$ cat src/sv/ldi_pkg.sv
// Shared types and constants for the diagonal interleaver.
package ldi_pkg;

    localparam int CW_W   = 8;
    localparam int SYM_W  = 12;
    localparam int SF_W   = 4;
    localparam int CR_W   = 3;
    localparam int FILL_W = 4;
    localparam int BIT_W  = 3;
    localparam int CFG_IDX_W  = 2;
    localparam int CFG_DATA_W = 4;

    localparam logic [SF_W-1:0] SF_MIN = 4'd7;
    localparam logic [CR_W-1:0] CR_MAX = 3'd4;

    localparam logic [CFG_IDX_W-1:0] CFG_SPREADING_FACTOR = 2'd0;
    localparam logic [CFG_IDX_W-1:0] CFG_CODING_RATE      = 2'd1;
    localparam logic [CFG_IDX_W-1:0] CFG_LOW_DATA_RATE    = 2'd2;

    typedef enum logic [1:0] {
        ST_COLLECT = 2'b01,
        ST_EMIT    = 2'b10
    } state_t;

    typedef struct packed {
        logic             shift;
        logic             clr;
        logic [BIT_W-1:0] bit_sel;
    } cell_ctl_t;

endpackage

$ cat src/sv/ldi_cell.sv
// One storage cell of the interleaver ring: holds a codeword and taps one bit of it.
module ldi_cell (
    input  logic                     clk,
    input  logic                     rst_n,
    input  ldi_pkg::cell_ctl_t       ctl,
    input  logic                     wr_en,
    input  logic [ldi_pkg::CW_W-1:0] wr_data,
    input  logic                     wrap,
    input  logic [ldi_pkg::CW_W-1:0] nb_data,
    input  logic [ldi_pkg::CW_W-1:0] head_data,
    output logic [ldi_pkg::CW_W-1:0] word,
    output logic                     tap
);

    logic [ldi_pkg::CW_W-1:0] word_reg;
    logic [ldi_pkg::CW_W-1:0] word_next;

    always_comb
    begin
        word_next = word_reg;
        if (ctl.clr)
        begin
            word_next = '0;
        end
        else if (ctl.shift)
        begin
            word_next = wrap ? head_data : nb_data;
        end
        else if (wr_en)
        begin
            word_next = wr_data;
        end
    end

    always_ff @(posedge clk or negedge rst_n)
    begin
        if (!rst_n)
        begin
            word_reg <= '0;
        end
        else
        begin
            word_reg <= word_next;
        end
    end

    assign word = word_reg;
    assign tap  = word_reg[ctl.bit_sel];

endmodule

$ cat src/sv/lora_diagonal_interleaver.sv
// Top level of the diagonal interleaver: control sequencer, ring of cells and output register.
//
//  Channel  Direction  Handshake            Payload
//  in       sink       in_valid/in_ready    codeword, frame_end
//  out      source     out_valid/out_ready  symbol, run_last, frame_last
//  cfg      sink       cfg_valid/cfg_ready  cfg_index, cfg_data
//
// Each accepted codeword is written into the ring of MAX_SPREAD cells.
// A request that closes a block starts an emission phase of 4+cr symbols (8 for the
// first block), one per cycle while the output register is free; the ring rotates by
// one cell per symbol and is cleared on the last one. Input is not taken during
// emission. Reset clears the ring and the fill count and loads the default configuration;
// no clearing pass is needed. A stalled output holds the sequencer in place.
module lora_diagonal_interleaver #(
    parameter int MAX_SPREAD = 12
) (
    input  logic                              clk,
    input  logic                              rst_n,
    input  logic                              cfg_valid,
    output logic                              cfg_ready,
    input  logic [ldi_pkg::CFG_IDX_W-1:0]     cfg_index,
    input  logic [ldi_pkg::CFG_DATA_W-1:0]    cfg_data,
    input  logic                              in_valid,
    output logic                              in_ready,
    input  logic [ldi_pkg::CW_W-1:0]          codeword,
    input  logic                              frame_end,
    output logic                              out_valid,
    input  logic                              out_ready,
    output logic [ldi_pkg::SYM_W-1:0]         symbol,
    output logic                              run_last,
    output logic                              frame_last
);

    localparam int NCELL = MAX_SPREAD;
    localparam int IDX_W = $clog2(NCELL);
    localparam logic [ldi_pkg::SF_W-1:0] SF_MAX = ldi_pkg::SF_W'(MAX_SPREAD);

    ldi_pkg::state_t state_reg, state_next;

    logic [ldi_pkg::SF_W-1:0]   sf_reg;
    logic [ldi_pkg::CR_W-1:0]   cr_reg;
    logic                       ldr_reg;
    logic [ldi_pkg::FILL_W-1:0] fill_reg, fill_next;
    logic                       first_reg, first_next;

    logic [ldi_pkg::SF_W-1:0]   size_reg, size_next;
    logic                       off_reg, off_next;
    logic                       blk_first_reg, blk_first_next;
    logic                       fend_reg, fend_next;
    logic [ldi_pkg::BIT_W-1:0]  bitpos_reg, bitpos_next;

    logic                       out_valid_reg, out_valid_next;
    logic [ldi_pkg::SYM_W-1:0]  symbol_reg;
    logic                       run_last_reg;
    logic                       frame_last_reg;

    logic [ldi_pkg::SF_W-1:0]   sf_eff;
    logic [ldi_pkg::SF_W-1:0]   size_now;
    logic [ldi_pkg::FILL_W-1:0] fill_inc;
    logic [ldi_pkg::CR_W-1:0]   cr_eff;
    logic                       in_acc;
    logic                       close_blk;
    logic                       step;
    logic                       last_sym;

    ldi_pkg::cell_ctl_t         ctl;
    logic [ldi_pkg::CW_W-1:0]   words [NCELL];
    logic [NCELL-1:0]           taps;
    logic [NCELL-1:0]           masked;
    logic [NCELL+1:0]           wide;
    logic [NCELL-1:0]           sym_core;
    logic                       parity;
    logic [ldi_pkg::SYM_W-1:0]  sym_next;

    assign cfg_ready = 1'b1;
    assign in_ready  = (state_reg == ldi_pkg::ST_COLLECT);
    assign in_acc    = in_valid && in_ready;

    always_ff @(posedge clk or negedge rst_n)
    begin
        if (!rst_n)
        begin
            sf_reg  <= ldi_pkg::SF_MIN;
            cr_reg  <= ldi_pkg::CR_W'(1);
            ldr_reg <= 1'b0;
        end
        else if (cfg_valid)
        begin
            case (cfg_index)
                ldi_pkg::CFG_SPREADING_FACTOR: sf_reg  <= cfg_data;
                ldi_pkg::CFG_CODING_RATE:      cr_reg  <= cfg_data[ldi_pkg::CR_W-1:0];
                ldi_pkg::CFG_LOW_DATA_RATE:    ldr_reg <= cfg_data[0];
                default:                       ;
            endcase
        end
    end

    always_comb
    begin
        if (sf_reg < ldi_pkg::SF_MIN)
        begin
            sf_eff = ldi_pkg::SF_MIN;
        end
        else if (sf_reg > SF_MAX)
        begin
            sf_eff = SF_MAX;
        end
        else
        begin
            sf_eff = sf_reg;
        end
        size_now  = (first_reg || ldr_reg) ? sf_eff - ldi_pkg::SF_W'(2) : sf_eff;
        cr_eff    = (cr_reg > ldi_pkg::CR_MAX) ? ldi_pkg::CR_MAX : cr_reg;
        fill_inc  = fill_reg + ldi_pkg::FILL_W'(1);
        close_blk = (fill_inc >= size_now) || frame_end;
    end

    assign step     = (state_reg == ldi_pkg::ST_EMIT) && (!out_valid_reg || out_ready);
    assign last_sym = (bitpos_reg == '0);

    always_comb
    begin
        ctl.shift   = step && !last_sym;
        ctl.clr     = step && last_sym;
        ctl.bit_sel = bitpos_reg;
    end

    genvar m;
    generate
        for (m = 0; m < NCELL; m++)
        begin : g_cell
            localparam int NB = (m + 1) % NCELL;
            logic wr_en;
            logic wrap;

            assign wr_en     = in_acc && (fill_reg[IDX_W-1:0] == IDX_W'(m));
            assign wrap      = (ldi_pkg::SF_W'(m) == size_reg - ldi_pkg::SF_W'(1));
            assign masked[m] = taps[m] && (ldi_pkg::SF_W'(m) < size_reg);

            ldi_cell u_cell (
                .clk       (clk),
                .rst_n     (rst_n),
                .ctl       (ctl),
                .wr_en     (wr_en),
                .wr_data   (codeword),
                .wrap      (wrap),
                .nb_data   (words[NB]),
                .head_data (words[0]),
                .word      (words[m]),
                .tap       (taps[m])
            );
        end
    endgenerate

    always_comb
    begin
        wide     = {masked, 2'b00};
        sym_core = off_reg ? wide[NCELL-1:0] : masked;
        parity   = ^masked;
        if (blk_first_reg)
        begin
            sym_core[1] = parity;
        end
        sym_next = ldi_pkg::SYM_W'(sym_core);
    end

    always_comb
    begin
        state_next     = state_reg;
        fill_next      = fill_reg;
        first_next     = first_reg;
        size_next      = size_reg;
        off_next       = off_reg;
        blk_first_next = blk_first_reg;
        fend_next      = fend_reg;
        bitpos_next    = bitpos_reg;
        out_valid_next = out_ready ? 1'b0 : out_valid_reg;

        case (state_reg)
            ldi_pkg::ST_COLLECT:
            begin
                if (in_acc)
                begin
                    if (close_blk)
                    begin
                        fill_next      = '0;
                        size_next      = size_now;
                        off_next       = (size_now != sf_eff);
                        blk_first_next = first_reg;
                        fend_next      = frame_end;
                        bitpos_next    = first_reg ? ldi_pkg::BIT_W'(7)
                                                   : ldi_pkg::BIT_W'(3) + cr_eff;
                        state_next     = ldi_pkg::ST_EMIT;
                    end
                    else
                    begin
                        fill_next = fill_inc;
                    end
                end
            end
            ldi_pkg::ST_EMIT:
            begin
                if (step)
                begin
                    out_valid_next = 1'b1;
                    if (last_sym)
                    begin
                        first_next = fend_reg;
                        state_next = ldi_pkg::ST_COLLECT;
                    end
                    else
                    begin
                        bitpos_next = bitpos_reg - ldi_pkg::BIT_W'(1);
                    end
                end
            end
            default:
            begin
                state_next = ldi_pkg::ST_COLLECT;
            end
        endcase
    end

    always_ff @(posedge clk or negedge rst_n)
    begin
        if (!rst_n)
        begin
            state_reg     <= ldi_pkg::ST_COLLECT;
            fill_reg      <= '0;
            first_reg     <= 1'b1;
            size_reg      <= '0;
            off_reg       <= 1'b0;
            blk_first_reg <= 1'b0;
            fend_reg      <= 1'b0;
            bitpos_reg    <= '0;
            out_valid_reg <= 1'b0;
        end
        else
        begin
            state_reg     <= state_next;
            fill_reg      <= fill_next;
            first_reg     <= first_next;
            size_reg      <= size_next;
            off_reg       <= off_next;
            blk_first_reg <= blk_first_next;
            fend_reg      <= fend_next;
            bitpos_reg    <= bitpos_next;
            out_valid_reg <= out_valid_next;
        end
    end

    always_ff @(posedge clk)
    begin
        if (step)
        begin
            symbol_reg     <= sym_next;
            run_last_reg   <= last_sym;
            frame_last_reg <= last_sym && fend_reg;
        end
    end

    assign out_valid  = out_valid_reg;
    assign symbol     = symbol_reg;
    assign run_last   = run_last_reg;
    assign frame_last = frame_last_reg;

endmodule
$ cat config.mk
export PLATFORM = sky130hd
export DESIGN_NAME = lora_diagonal_interleaver
export DESIGN_NICKNAME = d
export VERILOG_FILES = /design/src/sv/ldi_pkg.sv /design/src/sv/ldi_cell.sv /design/src/sv/lora_diagonal_interleaver.sv
export SDC_FILE = /design/constraint.sdc
export NUM_CORES = 1
export LEC_CHECK = 0
export ABC_CLOCK_PERIOD_IN_PS = 3500
export BUFFER_PORTS_ARGS = -buffer_cell sky130_fd_sc_hd__buf_4
export CORE_ASPECT_RATIO = 0.7
export CORE_MARGIN = 3
export CORE_UTILIZATION = 45
export DETAILED_ROUTE_END_ITERATION = 10
export PLACE_DENSITY = 0.6
export SLEW_MARGIN = 30
export SYNTH_ARGS = -nofsm -noshare
export SYNTH_HDL_FRONTEND = slang
export SYNTH_SLANG_ARGS = --single-unit
$ cat constraint.sdc
create_clock -name clk -period 3.5 [get_ports clk]
set_input_delay 0.875 -clock clk [delete_from_list [all_inputs] [get_ports clk]]
set_output_delay 0.875 -clock clk [all_outputs]
set_load 0.02 [all_outputs]
* After elaboration in Yosys (flattened, before gate mapping)
Cells that the tools add are included.
** Word-level totals
- Memory bits (read-only) :: 0
- Memories :: 0
- Input port bits :: 20
- Register bits after elaboration :: 136
- Logic and storage cells :: 235
- RAM bits :: 0
- Bits in latches :: 0
** Operators by class
- Shifts and indexed selects :: 0
- Div/mod/pow operators :: 0
- $add $sub $neg :: 5
- Magnitude comparators :: 17
- Reduce and logical (&&, ||, !) cells :: 61
- Multipliers :: 0
- Multiplexer cells :: 92
- Equal/unequal tests :: 32
- Bitwise operators :: 0
** Operators with widths (count)
- two-way mux 8 bit :: 47
- binary-select mux 1 bit (select 3 bit) :: 12
- nonzero test 3 bit :: 12
- logical AND 1 bit :: 29
- two-way mux 3 bit :: 6
- equality test 3 x 4 -> 1 bit, first input constant :: 4
- equality test 4 x 3 -> 1 bit, second input constant :: 4
- equality test 4 bit, second input constant :: 4
- less-than comparator 3 x 4 -> 1 bit, first input constant :: 4
- less-than comparator 4 bit, first input constant :: 4
- two-way mux 1 bit :: 16
- two-way mux 4 bit :: 4
- equality test 4 bit, first input constant :: 3
- two-way mux 12 bit :: 1
- XOR reduction 12 bit :: 1
- AND reduction 2 bit :: 5
- equality test 2 x 4 -> 1 bit, first input constant :: 2
- equality test 4 x 2 -> 1 bit, second input constant :: 2
- zero test 4 bit :: 2
- less-than comparator 1 x 4 -> 1 bit, first input constant :: 2
- less-than comparator 2 x 4 -> 1 bit, first input constant :: 2
- two-way mux 2 bit :: 4
- inequality test 2 bit, second input constant :: 3
- case mux 3 bit (2 select lines) :: 1
- other kinds (26) :: 33

* Logic depth before layout (Yosys ltp)
- Word-level depth :: 10
- Depth in mapped cells :: 13
- Mapped depth without buffers :: 10

* Modules after synthesis
From an unflattened synthesis, not the netlist that was laid out.
** Second synthesis, totals
- Cell total of the unflattened synthesis :: 839
- Area, all modules :: 8997.4 um^2
** Modules (own cells, without submodules)
- ldi_cell :: instances 12, cells each 48, sequential area each 200.2 um^2, area each 536.8 um^2
- lora_diagonal_interleaver :: instances 1, cells each 263, sequential area each 1078.5 um^2, area each 2556.2 um^2

* Worst setup path after synthesis
OpenSTA, ideal clock, no wires.
- Path kind :: register to register
- Start point :: register sf_reg[2] in the netlist's numbering
- End point :: register state_reg[1]
- Path slack :: 0.743 ns
- Arrival time :: 2.614 ns
- Setup time :: 0.143 ns
- Stages on the path, launching flop included :: 11
- Cell sequence :: dfstp_2 inv_1 a21boi_0 ha_1 mux2_2 ha_1 a21o_1 a211o_1 nand2_1 buf_1 nand2_1
** On the way
- Word-level cells in the longest chain between the ends :: 9
- Elaborated cells between the ends (all ways) :: 10
** RTL lines
- start, declared :: line lora_diagonal_interleaver.sv:40 : logic [ldi_pkg::SF_W-1:0] sf_reg;
- start signal, assigned :: line lora_diagonal_interleaver.sv:83 : sf_reg <= ldi_pkg::SF_MIN;
- start signal, assigned :: line lora_diagonal_interleaver.sv:90 : ldi_pkg::CFG_SPREADING_FACTOR: sf_reg <= cfg_data;
- > comparator 4 bit :: line lora_diagonal_interleaver.sv:104 : else if (sf_reg > SF_MAX)
- two-way mux 4 bit :: line lora_diagonal_interleaver.sv:104
- two-way mux 4 bit * :: line lora_diagonal_interleaver.sv:100 : if (sf_reg < ldi_pkg::SF_MIN)
- subtractor 4 x 2 -> 4 bit :: line lora_diagonal_interleaver.sv:112 : size_now = (first_reg || ldr_reg) ? sf_eff - ldi_pkg::SF_W'(2) : sf_eff;
- two-way mux 4 bit * :: line lora_diagonal_interleaver.sv:112
- greater-or-equal comparator 4 bit * :: line lora_diagonal_interleaver.sv:115 : close_blk = (fill_inc >= size_now) || frame_end;
- logical OR 1 bit * :: line lora_diagonal_interleaver.sv:115
- inequality test 2 x 1 -> 1 bit (no source line) *
- AND reduction 4 bit (no source line) *
- end signal, assigned :: line lora_diagonal_interleaver.sv:228 : state_reg <= ldi_pkg::ST_COLLECT;
- end signal, assigned :: line lora_diagonal_interleaver.sv:240 : state_reg <= state_next;
- end, declared :: line lora_diagonal_interleaver.sv:38 : ldi_pkg::state_t state_reg, state_next;
Every way passes the cells marked *; elsewhere a longest branch is shown, timed or not.
A chain may end at the register's enable or synchronous reset.

* Worst setup path in the final report
- Start point :: register sf_reg[2] in the netlist's numbering
- End point :: register bitpos_reg[2] in the netlist's numbering
** On the way
- Word-level cells in the longest chain between the ends :: 9
- Elaborated cells between the ends (all ways) :: 10
** RTL lines
- > comparator 4 bit :: line lora_diagonal_interleaver.sv:104
- two-way mux 4 bit :: line lora_diagonal_interleaver.sv:104
- two-way mux 4 bit * :: line lora_diagonal_interleaver.sv:100
- subtractor 4 x 2 -> 4 bit :: line lora_diagonal_interleaver.sv:112
- two-way mux 4 bit * :: line lora_diagonal_interleaver.sv:112
- greater-or-equal comparator 4 bit * :: line lora_diagonal_interleaver.sv:115
- logical OR 1 bit * :: line lora_diagonal_interleaver.sv:115
- inequality test 2 x 1 -> 1 bit (no source line) *
- AND reduction 5 bit (no source line) *
- end signal, assigned :: line lora_diagonal_interleaver.sv:247 : bitpos_reg <= bitpos_next;
- end, declared :: line lora_diagonal_interleaver.sv:50 : logic [ldi_pkg::BIT_W-1:0] bitpos_reg, bitpos_next;
Marked as above.

==> impl_metrics.py <==
metrics = {
    "sta": {
        "worst_pin_slew_ns": 0.965,
        "tns_ns": 0,
        "fmax_ghz": 0.320,
        "drv_slew": 0,
        "clock_skew_ns": 0.00951,
        "finalCriticalPeriod_ns": 3.13,
        "rsz0062_at_grt": "no",
        "max_slew_margin_pct": 35.3,
        "hold_viol": 0,
        "fin_crit_sh_pct": 89.3,
        "setup_viol": 0,
    },
    "power": {
        "p_leak_nw": 4.07,
        "power_mw": 9.09,
        "peakVddDrop_uv": 505,
        "powerDensity_nw_per_um2": 983,
    },
    "drt": {
        "drt-wirelength-per-cell_um": 24.1,
        "postRouteAntennaNets": 0,
        "first_pass_iters": 5,
        "num_vias": 6209,
        "drc": 0,
        "drt_wl_total_um": 24600,
        "via_per_inst": 6.08,
        "drt-initial-drc-count": 733,
    },
    "grt": {
        "globalRoute.totalOverflow": 0,
        "grt_usage_pct": 25.5,
        "grt_max_degree": 51,
        "grt_pass1_vias": 6224,
        "antenna_found_initial": 0,
        "grt_pass1_wl_um": 38300,
    },
    "cells_and_area": {
        "num-nets-final": 809,
        "largest_reg_flops": 96,
        "antenna_cells": 0,
        "fillers": 1545,
        "syn2layout_area_growth_pct": 13.8,
        "layout-drive-gt1-share_pct": 19.0,
        "fin_util_pct": 53.1,
    },
    "outcome": {
        "status": "finished, final reports clean",
    },
    "critical_path": {
        "cp.required_ns": 3.81,
        "path_class": "flop to flop",
        "cpPeakStageDelay_ns": 0.53,
        "crit_chain": "inv_1, a21boi_0, ha_1, mux2_2, ha_1, a21o_1, a211o_1, nand2_1, a21oi_1, o22a_1",
        "critPathLaunchType": "flop",
        "timing.critical_path.mode_cell": "ha_1",
        "r2r_slack_ns": 0.37,
        "crit_slowest_cell": "dfstp_2",
        "timing.rr.end": "bitpos_reg[2]",
        "cp-end-kind": "flop",
        "cp_max_fo": 8,
        "cp.arrival_ns": 3.44,
        "reg2reg_from": "sf_reg[2]",
        "reg2reg_depth": 10,
    },
    "clock_tree": {
        "cts_tree": "yes",
        "clk_latency_ns": 0.43,
        "cts_hold_buf": 0,
        "cts_buffers": 17,
        "cts_setup_buffers": 0,
        "cts-root-buf": "clkbuf_16",
        "cts_resized": 0,
        "htree_levels": 4,
        "clk_path_buf_depth": 2,
        "clock_sink_count": 136,
        "path_clk_slew_ns": 0.06,
    },
    "logic_synthesis": {
        "synth_compound_gate_area_share_pct": 12.7,
        "synth_fa_ha_area_share_pct": 1.85,
        "synth.largest_area_cell": "dfrtp_1",
        "synth_simple_gate_area_share_pct": 7.45,
        "async_flop_share_pct": 89.7,
        "synth_edf_count": 14,
        "ys_warn_count": 0,
        "avgSynthCellArea_sq_um": 10.9,
        "synth_top_area_share_pct": 35.7,
        "yosys.area_share.xor_xnor_pct": 1.78,
        "yosysSeqAreaShare_pct": 42.8,
        "netlist_instances": 748,
        "synth_fp_nets": 780,
        "yosys_most_used_dff": "dfrtp_1",
        "post_synth_num_cell_types": 56,
        "netlist_area_sq_um": 8130,
        "synth_seq_cells": 136,
        "muxShareOfSynthArea_pct": 29.5,
        "synthTopCellsByArea": "dfrtp_1 (36%), mux2i_1 (15%), mux2_1 (8.7%)",
        "synth_top_family_by_area": "multiplexers",
    },
    "die": {
        "die_h_um": 118,
        "die_x_um": 167,
        "initial_core_util_pct": 46.7,
        "num_rows": 40,
        "pin_count": 37,
        "core_area_sq_um": 17400,
        "die_area_sq_um": 19700,
    },
    "placed_design": {
        "detailed_place_hpwl_um": 16800,
        "io_buffers": 35,
        "gp_congestion": 0.923,
    },
    "flow_run": {
        "cap_viol_max_count": 0,
    },
    "min_path": {
        "hp-class": "input pin to asynchronous set/reset pin",
    },
}
cell usage after synthesis (2+ instances only):
cell type / n
a22o_1: 2
nor2b_1: 6
and2_1: 5
mux2i_1: 121
clkbuf_1: 34
a21o_1: 20
mux4_1: 2
buf_1: 5
nor3_1: 3
nor3b_1: 3
inv_1: 6
or3_1: 2
xor2_1: 3
buf_6: 3
dfstp_2: 6
xnor2_1: 11
dfrtp_1: 116
buf_12: 2
nand3b_1: 2
nor2_2: 2
buf_4: 3
mux2_1: 63
nor3_2: 4
a21oi_1: 35
a22oi_1: 9
buf_2: 7
mux4_2: 6
mux2_2: 26
nor2_1: 13
o21ai_1: 69
inv_2: 3
ha_1: 12
edfxtp_1: 14
nand2b_1: 8
o21ai_0: 28
nand2_1: 64
nand3_1: 10
nand2_2: 2
cells in the final DEF, fill, tap and decap left out, types with 3 or more instances in the layout:
| master | n |
|---|---|
| nor3_1 | 3 |
| ha_1 | 12 |
| clkbuf_16 | 18 |
| clkinv_4 | 3 |
| nor2b_1 | 6 |
| a21oi_1 | 35 |
| o21ai_1 | 69 |
| clkinv_2 | 4 |
| inv_2 | 3 |
| inv_1 | 6 |
| buf_4 | 62 |
| nor2_1 | 11 |
| nand2b_1 | 7 |
| mux2_1 | 63 |
| edfxtp_1 | 14 |
| and2_1 | 5 |
| mux4_2 | 6 |
| xnor2_1 | 11 |
| mux2i_1 | 121 |
| nand3_1 | 10 |
| dfrtp_1 | 115 |
| o21ai_0 | 28 |
| nand2_1 | 64 |
| mux2_2 | 26 |
| a21o_1 | 20 |
| nor3_2 | 4 |
| nor3b_1 | 3 |
| xor2_1 | 3 |
| nor2_2 | 4 |
| a22oi_1 | 9 |
| dfstp_2 | 6 |
through the flow:
stage	hold slack, ns	setup slack, ns	cells	cell area, sq um
5_1_grt	0.454	0.200	1021	9250
4_1_cts	0.452	0.409	1021	9250
3_3_place_gp	0.486	0.499	989	8650
2_1_floorplan	0.469	0.743	748	8130
6_report	0.439	0.373	1021	9250
3_5_place_dp	0.495	0.423	989	8650
final cells by class:
cell class | instances | area (sq um) | share of cell area, %
clock buffer | 21 | 472 | 5.10
clock inverter | 11 | 121 | 1.31
inverter | 10 | 37.5 | 0.406
multi-input combinational | 548 | 4340 | 46.9
sequential | 136 | 3480 | 37.6
tap | 231 | 289 | 3.12
timing repair buffer | 64 | 505 | 5.46
worst max path at each step:
| stage | end | slack, ns | cells after the start | start |
|---|---|---|---|---|
| final | bitpos_reg[2] | 0.37 | 10 | sf_reg[2] |
| after global routing | size_reg[3] | 0.20 | 11 | sf_reg[2] |
| after CTS | bitpos_reg[2] | 0.41 | 10 | sf_reg[2] |
| after detailed placement | bitpos_reg[2] | 0.42 | 10 | sf_reg[2] |
| after global placement | bitpos_reg[2] | 0.50 | 10 | sf_reg[2] |
| after floorplan | state_reg[1] | 0.74 | 10 | sf_reg[2] |
routing by layer:
layer	global-route usage (%)	routed length, um
met5	0	0
met3	7.09	2150
met1	40.1	12100
met4	6.29	323
met2	34.2	10000
report_power, final:
| part | switching (mW) | total, mW | internal (mW) |
|---|---|---|---|
| logic | 2.19 | 4.10 | 1.90 |
| clock network | 0.720 | 1.83 | 1.11 |
| registers | 0.844 | 3.17 | 2.32 |
| total | 3.76 | 9.09 | 5.33 |
kinds of logic after synthesis:
kind of cell,after synthesis
adders and majority gates,12
xor gates and xnor gates,15
buffers and inverters,64
other,1
muxes,218
and+or+nand+nor,126
DFF,136
AOI/OAI and AO/OA,176
worst max-delay path, delay by kind of cell, from the launching register on:
family | cells | cell delay [ns]
multiplexers | 1 | 0.30
buffers and inverters | 1 | 0.05
adder cells (fa/ha/maj) | 2 | 0.61
flip-flops | 1 | 0.53
AO/OA/AOI/OAI | 5 | 1.22
AND/OR/NAND/NOR | 1 | 0.28
No activity file was read; power rests on OpenSTA's default activity.
